## config.mk

```make
export PLATFORM = sky130hd
export DESIGN_NAME = rmq_sqrt_pipe
export DESIGN_NICKNAME = d
export VERILOG_FILES = /design/src/rtl/rmq_pkg.sv /design/src/rtl/rmq_sqrt_pipe.sv
export SDC_FILE = /design/constraint.sdc
export NUM_CORES = 2
export LEC_CHECK = 0
export BUFFER_PORTS_ARGS = -buffer_cell sky130_fd_sc_hd__buf_2
export CORE_UTILIZATION = 56
export CTS_CLUSTER_DIAMETER = 50
export DETAILED_ROUTE_END_ITERATION = 12
export GPL_TIMING_DRIVEN = 0
export HOLD_SLACK_MARGIN = 0.02
export PLACE_DENSITY_LB_ADDON = 0.08
export SYNTH_ARGS = -nofsm -noshare
export SYNTH_HDL_FRONTEND = slang
export SYNTH_SLANG_ARGS = --single-unit
```

## constraint.sdc

```tcl
create_clock -name clk -period 2.5 [get_ports clk]
set_input_delay 0 -clock clk [delete_from_list [all_inputs] [get_ports clk]]
set_output_delay 0 -clock clk [all_outputs]
set_load 0.02 [all_outputs]
```

## src/rtl/rmq_pkg.sv

```systemverilog
// ----------------------------------------------------------------------------
// rmq_pkg
// shared widths and constants for the rotation matrix to quaternion block
// ----------------------------------------------------------------------------
`default_nettype none

package rmq_pkg;

  localparam int FIELD_W = 16;            // matrix entries and quaternion parts
  localparam int ONE_Q14 = 16384;
  localparam int CAND_W  = 17;            // clamped candidate, unsigned
  localparam int RAD_W   = 30;            // candidate * 4096, even width for sqrt
  localparam int MAG_W   = RAD_W / 2;     // component magnitude
  localparam int SQ_W    = 2 * MAG_W;     // squared magnitude
  localparam int N2_W    = 32;            // sum of squares, even width for sqrt
  localparam int NORM_W  = N2_W / 2;      // norm
  localparam int NUM_W   = 30;            // rounded dividend
  localparam int QUO_W   = 15;            // quotient magnitude
  localparam int LANES   = 4;             // w, x, y, z

  typedef logic [FIELD_W-1:0] field_t;
  typedef logic [CAND_W-1:0]  cand_t;
  typedef logic [MAG_W-1:0]   mag_t;

endpackage

`default_nettype wire

```

## src/rtl/rmq_sqrt_pipe.sv

```systemverilog
// ----------------------------------------------------------------------------
// rmq_sqrt_pipe
// pipelined integer square root, one root bit per stage, several lanes
// ----------------------------------------------------------------------------
`default_nettype none

module rmq_sqrt_pipe #(
  parameter int W     = rmq_pkg::RAD_W,
  parameter int LANES = rmq_pkg::LANES,
  parameter int SW    = rmq_pkg::LANES
) (
  input  wire logic                        clk,
  input  wire logic                        rst_n,
  input  wire logic                        in_valid,
  input  wire logic [LANES-1:0][W-1:0]     in_rad,
  input  wire logic [SW-1:0]               in_side,
  output logic                             out_valid,
  output logic [LANES-1:0][W/2-1:0]        out_root,
  output logic [SW-1:0]                    out_side
);
  import rmq_pkg::*;

  localparam int RW = W / 2;
  localparam int MW = RW + 3;

  logic                          vld_r  [RW];
  logic [LANES-1:0][MW-1:0]      rem_r  [RW];
  logic [LANES-1:0][RW-1:0]      root_r [RW];
  logic [LANES-1:0][W-1:0]       x_r    [RW];
  logic [SW-1:0]                 side_r [RW];

  for (genvar k = 0; k < RW; k++) begin : g_stage
    logic                     p_vld;
    logic [LANES-1:0][MW-1:0] p_rem;
    logic [LANES-1:0][RW-1:0] p_root;
    logic [LANES-1:0][W-1:0]  p_x;
    logic [SW-1:0]            p_side;
    logic [LANES-1:0][MW-1:0] rem_nxt;
    logic [LANES-1:0][RW-1:0] root_nxt;
    logic [LANES-1:0][W-1:0]  x_nxt;

    if (k == 0) begin : g_first
      assign p_vld  = in_valid;
      assign p_rem  = '0;
      assign p_root = '0;
      assign p_x    = in_rad;
      assign p_side = in_side;
    end else begin : g_next
      assign p_vld  = vld_r[k-1];
      assign p_rem  = rem_r[k-1];
      assign p_root = root_r[k-1];
      assign p_x    = x_r[k-1];
      assign p_side = side_r[k-1];
    end

    always_comb begin
      logic [MW-1:0] sh;
      logic [MW-1:0] trial;
      for (int l = 0; l < LANES; l++) begin
        sh    = {p_rem[l][MW-3:0], p_x[l][W-1:W-2]};
        trial = {1'b0, p_root[l], 2'b01};
        if (sh >= trial) begin
          rem_nxt[l]  = sh - trial;
          root_nxt[l] = {p_root[l][RW-2:0], 1'b1};
        end else begin
          rem_nxt[l]  = sh;
          root_nxt[l] = {p_root[l][RW-2:0], 1'b0};
        end
        x_nxt[l] = {p_x[l][W-3:0], 2'b00};
      end
    end

    always_ff @(posedge clk) begin
      if (!rst_n) begin
        vld_r[k] <= 1'b0;
      end else begin
        vld_r[k] <= p_vld;
      end
    end

    always_ff @(posedge clk) begin
      rem_r[k]  <= rem_nxt;
      root_r[k] <= root_nxt;
      x_r[k]    <= x_nxt;
      side_r[k] <= p_side;
    end
  end

  assign out_valid = vld_r[RW-1];
  assign out_root  = root_r[RW-1];
  assign out_side  = side_r[RW-1];

endmodule

`default_nettype wire

```

# Word level (Yosys, flattened, before mapping)
# Memory sizes are Yosys's and may differ from the RTL's.
# Index checks and enable logic that the tools add are counted.
totals:
  reg_bits: 0
  mem_bits_rw: 3735
  inputBits: 127
  out_inout_bits: 65
  n_memories: 5
op_classes:
  n_addsub: 60
  magnitude_cmp: 60
  n_mux: 137
  n_bitwise: 15
mem_list:
  columns: ["name", "depth", "word_bits", "read_ports", "rd_ports_with_merged_regs", "wr", "line", "rtl"]
  rows:
  - ["x_r", 15, 112, 14, 0, 15, "rmq_sqrt_pipe.sv:29", "logic [LANES-1:0][W-1:0] x_r [RW];"]
  - ["rem_r", 15, 72, 14, 0, 15, "rmq_sqrt_pipe.sv:27", "logic [LANES-1:0][MW-1:0] rem_r [RW];"]
  - ["root_r", 15, 60, 15, 0, 15, "rmq_sqrt_pipe.sv:28", "logic [LANES-1:0][RW-1:0] root_r [RW];"]
  - ["side_r", 15, 4, 15, 0, 15, "rmq_sqrt_pipe.sv:30", "logic [SW-1:0] side_r [RW];"]
  - ["vld_r", 15, 1, 15, 0, 15, "rmq_sqrt_pipe.sv:26", "logic vld_r [RW];"]
op_table:
  columns: ["op", "count"]
  rows:
  - ["18-bit 2-to-1 mux", 60]
  - ["18-bit by 17-bit greater-or-equal comparator with 1-bit output", 56]
  - ["18-bit by 17-bit subtractor with 18-bit output", 56]
  - ["1-bit 2-to-1 mux", 77]
  - ["1-bit bitwise OR", 15]
  - ["2-bit by 1-bit subtractor with 3-bit output (second input constant)", 4]
  - ["2-bit by 1-bit greater-or-equal comparator with 1-bit output (second input constant)", 4]

# Longest topological paths before layout
# An unclocked memory read counts as a cell.
depth:
  word_depth: 3
  depth_mapped: 12
  depth_no_buf: 11

# Worst setup path after synthesis
# OpenSTA, ideal clock, no wires.
synth_path:
  path_type: "register to register"
  startpoint: "mem root_r[1][30] in the netlist's numbering"
  endpoint: "mem rem_r[1][112] in the netlist's numbering"
  setup_time_ps: 121
  t_arrival_ps: 2460
  path_slack_ps: -81
  path_stages_with_launch: 11
  n_path_buf: 1
  path_cell_list: "dfxtp_1 inv_1 ha_1 nor2b_1 o31a_1 o31a_1 or4_1 nand2_2 and2_2 buf_6 mux2_2"
synth_lines:
  columns: ["element", "line"]
  rows:
  - ["start, declared", "rmq_sqrt_pipe.sv:28"]
  - ["end, declared", "rmq_sqrt_pipe.sv:27"]

==> results.py <==
metrics = {
    "outcome": {
        "outcome": "complete, but fails checks",
        "failed_checks": "negative setup slack",
    },
    "floorplanning": {
        "rows": 136,
        "die_area_um2": 141000,
        "ioPinCount": 192,
        "core_region_area_um2": 138000,
        "start_util": 0.567,
        "die_h_um": 376,
        "die-width_um": 376,
    },
    "global_routing": {
        "grt_pass1_vias": 50520,
        "grt_use_total": 0.201,
        "grt_overflow_total": 0,
        "grt_pass1_wl_mm": 237,
        "grt_max_degree": 17,
        "antenna_found_initial": 0,
    },
    "logic_synthesis": {
        "ys_types": 110,
        "avgSynthCellArea_um2": 10.7,
        "synth_top_flop_cell": "dfxtp_1",
        "synth_seq_area_share": 0.570,
        "synth_seq_cells": 2227,
        "synth_edf_count": 0,
        "synth_area_leaders": "dfxtp_1 57%, ha_1 8.6%, xnor2_1 3.3%, xor2_1 3.1%, inv_1 3.1%",
        "synth_warnings": 0,
        "syn-cell-area_um2": 78200,
        "async_reset_ff_frac": 0,
        "syn-instance-count": 7331,
        "synthDominantCellAreaShare": 0.570,
        "yosysTopAreaCell": "dfxtp_1",
    },
    "job": {
        "max-cap-violations": 0,
    },
    "routing": {
        "ant_nets": 0,
        "routed_wl_mm": 146,
        "via_per_inst": 5.03,
        "firstDrtPassIters": 5,
        "num_vias": 51033,
        "drtIter0Drc": 2374,
        "wl_per_cell_um": 14.4,
        "drc": 0,
    },
    "sta": {
        "drv_slew": 0,
        "worstMarginPinSlew_ns": 0.820,
        "grt_setup_unrepaired": "yes",
        "fin_crit_ns": 2.50,
        "fin_ws_ns": -0.00329,
        "relSlewSlack": 0.448,
        "fin_skew_ns": 0.0324,
        "period_share": 1.00,
        "setup_violations": 3,
        "finalHoldViolCount": 0,
        "fmax_ghz": 0.399,
    },
    "worst_setup_path": {
        "crit_buf_inv": 2,
        "slowest_stage": "or4_4",
        "crit_chain": "inv_2, ha_4, nor2b_4, o31a_1, o31a_1, or4_4, nand2_2, and2_4, buf_8, mux2_4",
        "slowest_delay_ns": 0.43,
        "critPathTopFamily": "simple AND/OR/NAND/NOR gates",
        "critical_path_required_ns": 3.19,
        "start_kind": "register",
        "cp.arrival_ns": 3.19,
        "setup.worst_path.class": "register to register",
        "end_kind": "register",
        "cp_max_fo": 8,
        "path_common_cell": "o31a_1",
    },
    "placed_design": {
        "portBuffers": 191,
        "gp_congestion": 0.911,
        "hpwl_mm": 103,
        "post-place-ws_ns": -0.578,
        "placed_area_um2": 81500,
    },
    "clocking": {
        "insertion_delay_ns": 0.82,
        "cts_made_buffers": 216,
        "clkSinkCount": 2227,
        "cts_tree": "done",
        "path_clk_slew_ns": 0.06,
        "htreeDepth": 4,
        "clockRootBuffer": "clkbuf_16",
        "clock_path_buffers": 3,
    },
    "finish": {
        "register_area_um2": 44600,
        "multi_input_area_um2": 32800,
        "nFillCells": 10189,
        "layout-drive-gt1-share": 0.150,
        "areaGrowthSynthToFinish_pct": 21.2,
        "final_nets": 8762,
        "antennaDiodeCount": 0,
        "final_util": 0.687,
        "stdcell_area_um2": 94700,
    },
    "min_path": {
        "hold_class": "primary input to register",
    },
    "power": {
        "total_power_mw": 101,
        "p_leak_nw": 43.9,
        "p_per_area_nw_per_um2": 1070,
        "irDropWorstVdd_uv": 734,
    },
}
-- routing by layer --
layer,wire [um],part of all wire,GRT usage
met3,4650,0.032,0.0318
met1,63500,0.44,0.236
met4,4440,0.030,0.0742
met5,0,0,0
met2,72900,0.50,0.366
-- cell usage after synthesis (112+ instances only) --
| library cell | count |
|---|---|
| dfxtp_1 | 2227 |
| inv_1 | 650 |
| ha_1 | 540 |
| nor2_1 | 488 |
| a21oi_1 | 402 |
| nand2_1 | 368 |
| o21ai_0 | 326 |
| xnor2_1 | 295 |
| xor2_1 | 279 |
| nor3_1 | 159 |
| o21a_1 | 124 |
| mux2_2 | 112 |
-- worst reg2reg max path, cell delays in order, from the launching register on --
cell     delay [ns]
dfxtp_2        0.33
inv_2          0.04
ha_4           0.21
nor2b_4        0.12
o31a_1         0.27
o31a_1         0.30
or4_4          0.43
nand2_2        0.08
and2_4         0.16
buf_8          0.14
mux2_4         0.30
-- area by class of cell --
type,instances,share of cell area
well taps,1863,0.0246
plain buffers,69,0.00548
multi-input cells,4368,0.346
clock inverters,113,0.0159
inverters,657,0.0261
repair buffers,556,0.0462
flip-flops and latches,2227,0.471
clock buffers,286,0.0647
-- where the power goes --
part | leakage, nW | internal [mW] | switching [mW]
registers | 18.6 | 42.0 | 4.33
clock network | 3.73 | 19.9 | 13.4
logic | 21.6 | 10.6 | 11.0
total | 43.9 | 72.5 | 28.7
-- cell usage in the layout, fill, tap and decap left out, types with 145 or more instances in the layout --
| master | n |
|---|---|
| a21oi_1 | 371 |
| buf_2 | 207 |
| clkbuf_16 | 216 |
| dfxtp_1 | 2205 |
| dlygate4sd3_1 | 257 |
| ha_1 | 473 |
| inv_1 | 646 |
| nand2_1 | 366 |
| nor2_1 | 476 |
| nor3_1 | 145 |
| o21ai_0 | 290 |
| xnor2_1 | 293 |
| xor2_1 | 277 |
-- flip-flops by register name (all words and copies together), names as in the netlist --
register,flops
vld_r,15
rem_r,832
root_r,480
x_r,840
side_r,60
-- worst paths after layout --
check | from | endpoint | slack [ns] | depth (start not counted)
worst max register to register | root_r[1][30] | rem_r[1][116] | -0.003 | 10
worst min-delay path | rst_n | vld_r[0][3] | 0.26 | 4
worst max-delay path | root_r[1][30] | rem_r[1][116] | -0.003 | 10
worst min register to register | x_r[0][431] | x_r[0][545] | 0.31 | 0
-- repair_timing --
item                                    4_1_cts  5_1_grt
gates cloned                                  1        1
buffers inserted                             60       47
hold buffers                                257        0
gates resized for setup                     190      315
pin swaps                                    39       68
hold endpoints to repair                    143        0
endpoints found under the setup margin      398      460
-- logic make-up after synthesis --
family | share of synthesized area
muxes | 0.0187
other | 0.0000480
buffers and inverters | 0.0370
AOI/OAI and AO/OA | 0.108
adders and majority gates | 0.0864
and+or+nand+nor | 0.115
DFF | 0.570
xor gates and xnor gates | 0.0643
-- stage by stage --
step                      hold WS, ns  std cells   TNS, ns
after floorplan                0.0277       7334         0
after global placement          0.102       9388    -74.15
after detailed placement        0.104       9388    -80.90
after CTS                       0.218      10097    -0.264
after global routing            0.259      10139     -1.19
final                           0.263      10139  -0.00576
Note: power is estimated with default switching activity, not from simulation.
