### src/rtl/rmq_pkg.sv
// ----------------------------------------------------------------------------
// rmq_pkg
// shared widths and constants for the rotation matrix to quaternion block
// ----------------------------------------------------------------------------
`default_nettype none

package rmq_pkg;

  localparam int FIELD_W = 16;            // matrix entries and quaternion parts
  localparam int ONE_Q14 = 16384;
  localparam int CAND_W  = 17;            // clamped candidate, unsigned
  localparam int RAD_W   = 30;            // candidate * 4096, even width for sqrt
  localparam int MAG_W   = RAD_W / 2;     // component magnitude
  localparam int SQ_W    = 2 * MAG_W;     // squared magnitude
  localparam int N2_W    = 32;            // sum of squares, even width for sqrt
  localparam int NORM_W  = N2_W / 2;      // norm
  localparam int NUM_W   = 30;            // rounded dividend
  localparam int QUO_W   = 15;            // quotient magnitude
  localparam int LANES   = 4;             // w, x, y, z

  typedef logic [FIELD_W-1:0] field_t;
  typedef logic [CAND_W-1:0]  cand_t;
  typedef logic [MAG_W-1:0]   mag_t;

endpackage

`default_nettype wire

### src/rtl/rmq_div_pipe.sv
// ----------------------------------------------------------------------------
// rmq_div_pipe
// pipelined restoring divider, one quotient bit per stage, shared divisor
// ----------------------------------------------------------------------------
`default_nettype none

module rmq_div_pipe #(
  parameter int NW    = rmq_pkg::NUM_W,
  parameter int DW    = rmq_pkg::NORM_W,
  parameter int QW    = rmq_pkg::QUO_W,
  parameter int LANES = rmq_pkg::LANES,
  parameter int SW    = rmq_pkg::LANES
) (
  input  wire logic                      clk,
  input  wire logic                      rst_n,
  input  wire logic                      in_valid,
  input  wire logic [LANES-1:0][NW-1:0]  in_num,
  input  wire logic [DW-1:0]             in_den,
  input  wire logic [SW-1:0]             in_side,
  output logic                           out_valid,
  output logic [LANES-1:0][QW-1:0]       out_quo,
  output logic [SW-1:0]                  out_side
);
  import rmq_pkg::*;

  localparam int RMW = DW + 1;

  logic                          vld_r  [QW];
  logic [LANES-1:0][RMW-1:0]     rem_r  [QW];
  logic [LANES-1:0][QW-1:0]      quo_r  [QW];
  logic [LANES-1:0][QW-1:0]      x_r    [QW];
  logic [DW-1:0]                 den_r  [QW];
  logic [SW-1:0]                 side_r [QW];

  for (genvar k = 0; k < QW; k++) begin : g_stage
    logic                      p_vld;
    logic [LANES-1:0][RMW-1:0] p_rem;
    logic [LANES-1:0][QW-1:0]  p_quo;
    logic [LANES-1:0][QW-1:0]  p_x;
    logic [DW-1:0]             p_den;
    logic [SW-1:0]             p_side;
    logic [LANES-1:0][RMW-1:0] rem_nxt;
    logic [LANES-1:0][QW-1:0]  quo_nxt;
    logic [LANES-1:0][QW-1:0]  x_nxt;

    if (k == 0) begin : g_first
      // upper dividend bits are known to be below the divisor
      always_comb begin
        for (int l = 0; l < LANES; l++) begin
          p_rem[l] = RMW'(in_num[l][NW-1:QW]);
          p_x[l]   = in_num[l][QW-1:0];
        end
      end
      assign p_vld  = in_valid;
      assign p_quo  = '0;
      assign p_den  = in_den;
      assign p_side = in_side;
    end else begin : g_next
      assign p_vld  = vld_r[k-1];
      assign p_rem  = rem_r[k-1];
      assign p_quo  = quo_r[k-1];
      assign p_x    = x_r[k-1];
      assign p_den  = den_r[k-1];
      assign p_side = side_r[k-1];
    end

    always_comb begin
      logic [RMW-1:0] sh;
      for (int l = 0; l < LANES; l++) begin
        sh = {p_rem[l][DW-1:0], p_x[l][QW-1]};
        if (sh >= {1'b0, p_den}) begin
          rem_nxt[l] = sh - {1'b0, p_den};
          quo_nxt[l] = {p_quo[l][QW-2:0], 1'b1};
        end else begin
          rem_nxt[l] = sh;
          quo_nxt[l] = {p_quo[l][QW-2:0], 1'b0};
        end
        x_nxt[l] = {p_x[l][QW-2:0], 1'b0};
      end
    end

    always_ff @(posedge clk) begin
      if (!rst_n) begin
        vld_r[k] <= 1'b0;
      end else begin
        vld_r[k] <= p_vld;
      end
    end

    always_ff @(posedge clk) begin
      rem_r[k]  <= rem_nxt;
      quo_r[k]  <= quo_nxt;
      x_r[k]    <= x_nxt;
      den_r[k]  <= p_den;
      side_r[k] <= p_side;
    end
  end

  assign out_valid = vld_r[QW-1];
  assign out_quo   = quo_r[QW-1];
  assign out_side  = side_r[QW-1];

endmodule

`default_nettype wire

### config.mk
export PLATFORM = sky130hd
export DESIGN_NAME = rmq_div_pipe
export DESIGN_NICKNAME = d
export VERILOG_FILES = /design/src/rtl/rmq_pkg.sv /design/src/rtl/rmq_div_pipe.sv
export SDC_FILE = /design/constraint.sdc
export NUM_CORES = 2
export LEC_CHECK = 0
export BUFFER_PORTS_ARGS = -buffer_cell sky130_fd_sc_hd__buf_4
export CAP_MARGIN = 30
export CORE_MARGIN = 5
export CORE_UTILIZATION = 58
export DETAILED_ROUTE_END_ITERATION = 10
export GPL_TIMING_DRIVEN = 1
export PLACE_DENSITY = 0.74
export SLEW_MARGIN = 20
export SYNTH_ARGS = -nofsm -noshare
export SYNTH_HDL_FRONTEND = slang
export SYNTH_SLANG_ARGS = --single-unit
### constraint.sdc
create_clock -name clk -period 5.75 [get_ports clk]
set_clock_uncertainty 0.1 [all_clocks]
set_input_delay 0 -clock clk [delete_from_list [all_inputs] [get_ports clk]]
set_output_delay 0 -clock clk [all_outputs]
set_load 0.01 [all_outputs]
======== Word level (Yosys, flattened, before mapping) ========
Memories as Yosys holds them, arrays and structs flattened.
Index checks and enable logic that the tools add are counted.
word-level totals
  memories ................................ 6
  bits in registers ....................... 0
  output and inout bits ................... 65
  input port bits ......................... 143
  RAM bits ................................ 3,075
  ROM bits ................................ 0
  word-level logic and storage cells ...... 278
  latch bits .............................. 0
cells by class
  muxes and demuxes ....................... 137
  divide/modulo/power cells ............... 0
  bitwise logic cells ..................... 15
  add/sub/neg operators ................... 60
  eq/ne operators ......................... 0
  shift operators ......................... 0
  $lt $le $gt $ge ......................... 60
  multipliers ............................. 0
  reductions and logical operators ........ 0
memory list
  name    words  width  read ports  clocked after Yosys merged registers in  write ports  RTL line            source
  rem_r   15     68     14          0                                        15           rmq_div_pipe.sv:29  logic [LANES-1:0][RMW-1:0] rem_r [QW];
  quo_r   15     60     15          0                                        15           rmq_div_pipe.sv:30  logic [LANES-1:0][QW-1:0] quo_r [QW];
  x_r     15     56     14          0                                        15           rmq_div_pipe.sv:31  logic [LANES-1:0][QW-1:0] x_r [QW];
  den_r   15     16     14          0                                        15           rmq_div_pipe.sv:32  logic [DW-1:0] den_r [QW];
  side_r  15     4      15          0                                        15           rmq_div_pipe.sv:33  logic [SW-1:0] side_r [QW];
  vld_r   15     1      15          0                                        15           rmq_div_pipe.sv:28  logic vld_r [QW];
operators by type and width
  cell            number
  $mux 17         60
  $ge 17x16->1    56
  $sub 17x16->17  56
  $mux 1          77
  $sub 16x16->17  4
  $ge 16x16->1    4
  $or 1x1->1      15

======== Longest topological paths before layout ========
An unclocked memory read counts as a cell.
  word-level depth ........................ 3
  depth in mapped cells ................... 14
  mapped depth without buffers ............ 12

======== Least setup slack after synthesis ========
OpenSTA, ideal clock, no wires.
  kind .................................... register to register
  start ................................... memory den_r[0][49] (netlist bit)
  end ..................................... memory rem_r[0][315] (netlist bit)
  data arrival time ....................... 3.031 ns
  clock period less this slack ............ 3.252 ns
  data required time ...................... 5.529 ns
  buffers on the path ..................... 1
  cell stages (with the launch flop) ...... 12
  slack ................................... 2.498 ns
  library setup time ...................... 0.121 ns
  cells stage by stage .................... dfxtp_1 > inv_1 > ha_1 > nor2b_4 > o31a_1 > o31a_1 > or4_4 > a31o_1 > a21oi_4 > a21oi_4 > buf_6 > mux2_4
RTL lines
  what         RTL line
  from (decl)  rmq_div_pipe.sv:32
  to (decl)    rmq_div_pipe.sv:29

==> results.json <==
{
  "p_clk_frac": 0.199,
  "crit_chain": "inv_1, ha_1, a21oi_1, o21ai_0, o21ai_0, o2111a_1, nor2_1, o2111ai_1, and2_0, inv_1, mux2_2",
  "portBuffers": 207,
  "switchingPower_mw": 27.4,
  "finalSetupViolations": 0,
  "grt_max_degree": 31,
  "internal-power_mw": 43.9,
  "layout.nets": 11000,
  "synth_flop_cell": "dfxtp_1",
  "yosys_warnings": 0,
  "grt_pass1_wl_mm": 407,
  "gr-total-overflow": 0,
  "cpMaxStageDelayCell": "dfxtp_1",
  "core_area_sq_um": 161000,
  "r2r_setup_slack_ns": 1.68,
  "critPathBufInv": 2,
  "antenna_found_initial": 18,
  "ys_top_cells_by_count": "dfxtp_1 (2,095), ha_1 (960), a21oi_1 (720)",
  "rows": 147,
  "ir_worst_vdd_mv": 0.413,
  "cts_tree": "done",
  "netlist_instances": 9178,
  "critPathTopFamily": "compound AO/OA/AOI/OAI gates",
  "die_h_um": 412,
  "cts_buffers": 201,
  "crit_path_max_fanout": 14,
  "hold_path_startpoint": "in_num[44]",
  "io_pins": 208,
  "crit_arrival_ns": 4.68,
  "worst_pin_slew_ns": 0.954,
  "first_pass_iters": 6,
  "fmax_mhz": 246,
  "hold_end": "rem_r[0][17]$_DFF_P_",
  "syn_area_per_cell_sq_um": 10.2,
  "placed_area_sq_um": 97900,
  "slew-limit-headroom": 0.347,
  "fin_crit_sh": 0.708,
  "wl_mm": 271,
  "ys_ff_latch": 2095,
  "reg2reg_depth": 11,
  "yosysTopAreaCellShare": 0.447,
  "syn_nets": 10300,
  "die_w_um": 412,
  "critPathMaxStageDelay_ns": 0.59,
  "start_util": 0.584,
  "syn_to_final_growth_pct": 15.8,
  "hpwl_mm": 210,
  "synth-edff-count": 0,
  "drive_gt1_frac": 0.123,
  "crit_type": "reg -> reg",
  "wl_per_cell_um": 22.2,
  "holdCritPathClass": "in -> reg",
  "vias": 70000,
  "cts_buffer_depth": 3,
  "status": "finished clean",
  "synth.most_common_cell": "dfxtp_1",
  "grt_pass1_vias": 70100,
  "fin_setup_tns_ns": 0,
  "r2r-start": "den_r[0][1]$_DFF_P_",
  "yosysTopAreaCell": "dfxtp_1",
  "critPathRequiredTime_ns": 6.36,
  "gp_congestion": 0.969,
  "rsz0062_at_grt": "no",
  "critPathCaptureType": "flip-flop",
  "synth_area_sq_um": 93800,
  "placed_cells": 11500,
  "clock_latency_ns": 0.86,
  "drtIter0Drc": 5318,
  "htreeDepth": 4,
  "final_antenna_net_count": 0,
  "critPathLaunchType": "flip-flop",
  "hold_depth": 5,
  "die-area_sq_um": 170000,
  "drc": 0,
  "power.density_nw_per_um2": 657,
  "maxSlewViolCount": 0,
  "clock-sinks": 2095,
  "track_usage": 0.313,
  "yosys-top-cells-area": "dfxtp_1 (45%), ha_1 (13%), mux2_2 (6.2%), xnor2_1 (4.0%), a21oi_1 (3.8%)",
  "yosysSeqAreaShare": 0.447,
  "r2r_end": "rem_r[0][71]$_DFF_P_",
  "async_flop_share": 0,
  "fin_crit_ns": 4.07,
  "viasPerCell": 5.74,
  "maxCapViolations": 0,
  "clk_pin_slew_ns": 0.07,
  "hold_violations": 0,
  "combPwrFrac": 0.462,
  "finalNonFillerCells": 12200,
  "fin_area_sq_um": 109000,
  "switching_share": 0.384,
  "power.leakage_nw": 47.8,
  "ys_types": 95,
  "cts-root-buf": "clkbuf_16",
  "seq_power_share": 0.339
}
routing by layer:
layer | track usage | share of wire | wire length, um
met5 | 0 | 0.00013 | 35
met3 | 0.0465 | 0.052 | 14100
met2 | 0.543 | 0.48 | 130000
met1 | 0.365 | 0.40 | 107000
met4 | 0.192 | 0.072 | 19500
stage by stage:
stage | utilization | hold WS (ns) | setup WS [ns] | total power [mW]
after floorplan | - | -0.0723 | 2.50 | 47.3
after global placement | 0.609 | 0.00416 | 1.74 | 55.5
after detailed placement | 0.609 | 0.00553 | 1.75 | 56.3
after CTS | 0.675 | 0.00620 | 1.72 | 71.0
after global routing | 0.676 | 0.0716 | 1.41 | 75.8
final | 0.676 | 0.0711 | 1.68 | 71.3
kinds of logic (layout without fill, tap and decap cells):
kind of cell               Yosys count  count (layout)  share of synthesized area
and+or+nand+nor                   1967            1967                      0.103
buffers and inverters              631            1466                     0.0267
DFF                               2095            2095                      0.447
adders and majority gates         1016            1016                      0.140
xor gates and xnor gates           661             661                     0.0617
muxes                              636             636                     0.0766
AOI/OAI and AO/OA                 2172            2172                      0.145
other                                0              19                          0
worst max-delay path by stage:
stage,from,endpoint,slack (ns),cells past startpoint
final,den_r[0][1]$_DFF_P_,rem_r[0][71]$_DFF_P_,1.68,11
after global routing,den_r[0][1]$_DFF_P_,rem_r[0][71]$_DFF_P_,1.41,11
after floorplan,den_r[0][49]$_DFF_P_,rem_r[0][315]$_DFF_P_,2.50,11
after global placement,den_r[1][17]$_DFF_P_,rem_r[1][145]$_DFF_P_,1.74,10
after detailed placement,den_r[0][1]$_DFF_P_,rem_r[0][80]$_DFF_P_,1.75,11
after CTS,den_r[0][1]$_DFF_P_,rem_r[0][71]$_DFF_P_,1.72,11
layout by cell type (no fill, tap or decap), types with 60 or more instances in the layout:
master / n
buf_4: 221
dfxtp_1: 2095
a21o_1: 194
inv_1: 524
nor2b_1: 140
a21oi_1: 717
dlygate4sd3_1: 330
o31a_1: 67
a31oi_1: 76
a211oi_1: 76
o21ai_0: 497
ha_1: 960
xor2_1: 228
nand2_1: 409
o21a_1: 149
nand2b_1: 134
mux2_2: 516
nor3_1: 140
mux2i_1: 77
clkbuf_16: 203
nand3_1: 120
o21bai_1: 60
nor2_1: 631
xnor2_1: 433
nand4_1: 119
power by group through the flow:
stage | combinational (mW) | clock (mW) | sequential (mW)
floorplan | 25.7 | 0 | 21.6
global placement | 31.0 | 0 | 24.5
detailed placement | 31.9 | 0 | 24.4
CTS | 32.4 | 14.4 | 24.2
global route | 36.4 | 15.0 | 24.4
finish | 33.0 | 14.2 | 24.2
worst min-delay path, cell delays in order:
cell           delay [ns]
dlygate4sd3_1        0.54
buf_4                0.14
inv_1                0.05
ha_1                 0.14
a21oi_1              0.07
layout make-up:
| cell class | count | area (sq um) |
|---|---|---|
| Timing Repair Buffer | 573 | 5230 |
| Fill cell | 12300 | 52000 |
| Antenna cell | 19 | 47.5 |
| Sequential cell | 2095 | 41900 |
| Multi-Input combinational cell | 6452 | 49500 |
| Tap cell | 2160 | 2700 |
| Clock buffer | 270 | 5660 |
| Inverter | 524 | 1970 |
| Clock inverter | 99 | 1580 |
repair_timing:
item | CTS | global route
buffers inserted | 0 | 0
hold buffers | 330 | 0
gates resized for setup | 0 | 0
endpoints found under the hold margin | 157 | 0
state kept, by name (all words and copies together) (netlist names):
register	cells
den_r	224
quo_r	480
rem_r	896
side_r	60
vld_r	15
x_r	420
(Power assumes the default switching activity.)
